File: config.mk
export PLATFORM = sky130hd
export DESIGN_NAME = lfu_ram
export DESIGN_NICKNAME = d
export VERILOG_FILES = /design/src/sv/lfu_ram.sv
export SDC_FILE = /design/constraint.sdc
export NUM_CORES = 1
export LEC_CHECK = 0
export ABC_CLOCK_PERIOD_IN_PS = 2200
export BUFFER_PORTS_ARGS = -buffer_cell sky130_fd_sc_hd__buf_2
export CORE_MARGIN = 1
export CORE_UTILIZATION = 55
export CTS_CLUSTER_DIAMETER = 150
export DETAILED_ROUTE_END_ITERATION = 8
export PLACE_DENSITY = 0.85
export SLEW_MARGIN = 20
export SYNTH_ARGS = -nofsm -noshare
export SYNTH_HDL_FRONTEND = slang
export SYNTH_SLANG_ARGS = --single-unit
File: constraint.sdc
create_clock -name clk -period 2.2 [get_ports clk]
set_input_delay 0.33 -clock clk [delete_from_list [all_inputs] [get_ports clk]]
set_output_delay 0.33 -clock clk [all_outputs]
set_load 0.1 [all_outputs]
File: src/sv/lfu_ram.sv
module lfu_ram #(
  parameter int WIDTH = 8,
  parameter int DEPTH = 16
) (
  input  logic                                    clk,
  input  logic                                    we,
  input  logic [(DEPTH > 1 ? $clog2(DEPTH) : 1)-1:0] waddr,
  input  logic [WIDTH-1:0]                        wdata,
  input  logic [(DEPTH > 1 ? $clog2(DEPTH) : 1)-1:0] raddr,
  output logic [WIDTH-1:0]                        rdata
);

  logic [WIDTH-1:0] mem [DEPTH];

  always_ff @(posedge clk) begin
    if (we) begin
      mem[waddr] <= wdata;
    end
    rdata <= mem[raddr];
  end

endmodule

**After elaboration in Yosys (flattened, before gate mapping)**

Memories as Yosys holds them, arrays and structs flattened. A register that Yosys moved wholly into a read port is not among the register bits.
Cells that the tools add are included.

- Bits in writable memories: 128
- Memories kept: 1
- Register bits: 0
- Output and inout bits: 8

Memory list:

| memory | words | width | read ports | clocked after Yosys merged registers in | write ports | RTL line | RTL |
|---|---|---|---|---|---|---|---|
| mem | 16 | 8 | 1 | 1 | 1 | 13 | `logic [WIDTH-1:0] mem [DEPTH];` |

- Muxes and demuxes: 2

Operators with widths:

| operator | count |
|---|---|
| two-way mux 1 bit | 2 |

**Logic depth before layout (Yosys ltp)**

- Depth after elaboration: 2
- Depth in mapped cells: 5
- Gate-level depth less buffers: 3

**Worst setup path after synthesis**

No wires, ideal clock.

- Path kind: input-to-reg
- Start: input port waddr[2] (netlist bit)
- End: memory mem[0][0] (enable)
- Path slack: 0.377 ns
- Cell stages on the path: 2
- Buffers on the path: 0
- Arrival time: 1.440 ns
- Setup time: 0.383 ns
- Cell sequence: or3b_2 > nor3_1

RTL lines:

| what | RTL line | RTL |
|---|---|---|
| start, declared | 7 | `input logic [(DEPTH > 1 ? $clog2(DEPTH) : 1)-1:0] waddr,` |
| end, declared | 13 |  |

Straight into the memory's write port.

**Final worst setup path**

- Start: register rdata[4], read port of mem
- End: output port rdata[4]

RTL lines:

| what | RTL line | RTL |
|---|---|---|
| start, declared | 10 | `output logic [WIDTH-1:0] rdata` |

No word-level cell between the ends.

==> reports/qor.yml <==
global_route:
  grt_pass1_wl_mm: 15.3
  antenna_found_initial: 0
  grt_pass1_vias: 2625
  grt_max_degree: 33
  groute.usage.overall_pct: 22.8
  grt.overflow.total: 0
power_and_ir_drop:
  seqPwrFrac_pct: 49.3
  p_clk_share_pct: 44.0
  switchingPower_mw: 1.31
  ir_drop_v: 0.000475
  leakage_nw: 2.06
  p_per_area_mw_per_mm2: 978
  power.internal_mw: 4.61
  power.share.switching_pct: 22.1
  p_comb_share_pct: 6.7
floorplanning:
  start_util_pct: 57.9
  die_y_microns: 98.7
  fp.dieArea_sq_mm: 0.00975
  top_level_ports: 26
  rows: 34
  core_area_sq_mm: 0.00889
  chipWidth_microns: 98.7
clocking:
  numCtsBuffers: 17
  clock_latency_ns: 0.50
  cts_setup_buffers: 0
  cts_root_buf: "clkbuf_8"
  cts.path.max_buffers: 2
  h-tree-depth: 4
  path_clk_slew_ns: 0.06
  cts_sinks: 136
  postCtsHoldBufs: 0
  post_cts_resized: 0
  cts_tree: "yes"
worst_setup_path:
  cp_max_fo: 1
  worst_setup_path_end_kind: "output port"
  critPathBufInv: 1
  arrival_ns: 1.29
  path_class: "flip-flop to output port"
  cp_top_family: "buffers and inverters"
  path_cells: "buf_2"
  slowest_delay_ns: 0.44
  cp.required_ns: 1.87
  startpoint_type: "flip-flop"
  slowest_stage: "buf_2"
sta:
  skew_ns: 0.00526
  rsz0062_at_grt: "false"
  drv_slew: 0
  hold_viol: 0
  worst_slack_ns: 0.577
  min_period_ns: 1.62
  setup-tns-final_ns: 0
  fmax_mhz: 616
  worst_slew_pin_slew_ns: 0.665
  fin_crit_sh_pct: 73.8
  relSlewSlack_pct: 55.5
  finalSetupViolCount: 0
place:
  dpl.hpwl_mm: 6.15
  dp_slack_ns: 0.378
  io_buffers: 25
  place.gp.congestion: 0.782
  dp_cells: 372
synth:
  synth_warnings: 0
  netlist-cell-type-count: 19
  synth_edf_count: 128
  synthArstFlopShare_pct: 0
  synthesis.nets: 247
  ys_seq_area_share_pct: 77.8
  synth_ff_type: "edfxtp_1"
  synth-seq-cells: 136
  syn_inst: 229
  syn_area_sq_mm: 0.00515
  syn-mean-instance-area_sq_um: 22.5
layout:
  final_common_cell: "edfxtp_1"
  antennaDiodeCount: 0
  multi_input_area_sq_mm: 0.00106
  drive_gt1_share_pct: 31.1
  nets: 301
  final_cell_mix: "128 x edfxtp_1, 25 x buf_2, 18 x mux4_2, 18 x buf_4"
  areaGrowthSynthToFinish_pct: 17.5
  seqCellArea_sq_mm: 0.00400
  fillers: 522
  layoutNonFillerInstCount: 404
routing:
  firstDrtPassIters: 5
  routed_wl_mm: 10.3
  wl_per_cell_microns: 25.5
  drt_iter0_drc: 202
  detail-route-antenna-nets: 0
  vias_per_cell: 6.46
  drc: 0
  vias: 2608
worst_hold_path:
  hp-class: "input port to flip-flop"
job:
  maxCapViolations: 0
status:
  status: "complete, no violations"
==> layout make-up <==
| cell class | count | area share [%] |
|---|---|---|
| sequential | 136 | 66.2 |
| multi-input combinational | 83 | 17.5 |
| clock buffer | 18 | 6.91 |
| timing repair buffer | 45 | 4.96 |
| tap | 108 | 2.23 |
| clock inverter | 14 | 2.21 |
==> per-stage QoR <==
step	util, %	instance area, sq um	hold WS, ns	power (mW)
after floorplan	-	5150	0.429	3.24
after global placement	61.8	5500	0.651	3.34
after detailed placement	61.8	5500	0.659	3.36
after CTS	68.0	6050	0.202	5.93
after global routing	68.0	6050	0.205	6.06
final	68.0	6050	0.217	5.91
==> power by group through the flow <==
stage	clock [mW]	combinational [mW]	sequential, mW
after global routing	2.73	0.413	2.92
after global placement	0	0.381	2.96
after floorplan	0	0.147	3.09
after CTS	2.62	0.398	2.92
after detailed placement	0	0.391	2.97
final	2.60	0.396	2.92
==> path summary, 6_finish.rpt <==
| check | slack, ns | cells after the start | to | from |
|---|---|---|---|---|
| max | 0.58 | 1 | rdata[4] | rdata[4] |
| min | 0.22 | 1 | mem[2][7] | wdata[7] |
| min reg2reg | 0.67 | 3 | rdata[1] | mem[14][1] |
| max reg2reg | 0.78 | 3 | rdata[1] | mem[1][1] |
==> sequential cells by signal, indices dropped and copies added, names as in the netlist <==
name / flops
rdata: 8
mem: 128
==> synth_stat cells (2+ instances only) <==
cell / n / area share (%)
nand2_1: 9 / 0.66
mux4_2: 18 / 7.9
buf_6: 3 / 0.66
nand2b_1: 2 / 0.24
nor3_1: 4 / 0.39
buf_2: 3 / 0.29
nand3b_1: 2 / 0.29
nor2_1: 13 / 0.95
clkdlybuf4s25_2: 3 / 0.58
a22oi_1: 16 / 2.3
edfxtp_1: 128 / 75
dfxtp_1: 8 / 3.1
mux4_1: 14 / 7.1
==> cells by family after synthesis <==
kind of cell           count (synthesis)  share of synthesized area, %
AOI/OAI and AO/OA                     16                          2.33
buffers and inverters                 10                          1.68
DFF                                  136                          77.8
muxes                                 32                          15.0
and+or+nand+nor                       35                          3.18
==> metal layers <==
| metal | track usage, % | vias to the layer above | share of wire (%) | wire length (microns) |
|---|---|---|---|---|
| li1 | - | 1081 | - | - |
| met1 | 30.2 | 1345 | 39 | 4050 |
| met2 | 37.5 | 159 | 51 | 5220 |
| met3 | 5.89 | 23 | 8.1 | 838 |
| met4 | 7.46 | 0 | 2.0 | 206 |
| met5 | 0 | - | 0 | 0 |
==> worst register-to-register path, delay by kind of cell (launching register included) <==
family	cells	cell delay (ns)
flops	1	0.37
compound gates	1	0.31
mux	1	0.54
simple gates	1	0.08
Note: power is estimated with default switching activity, not from simulation.
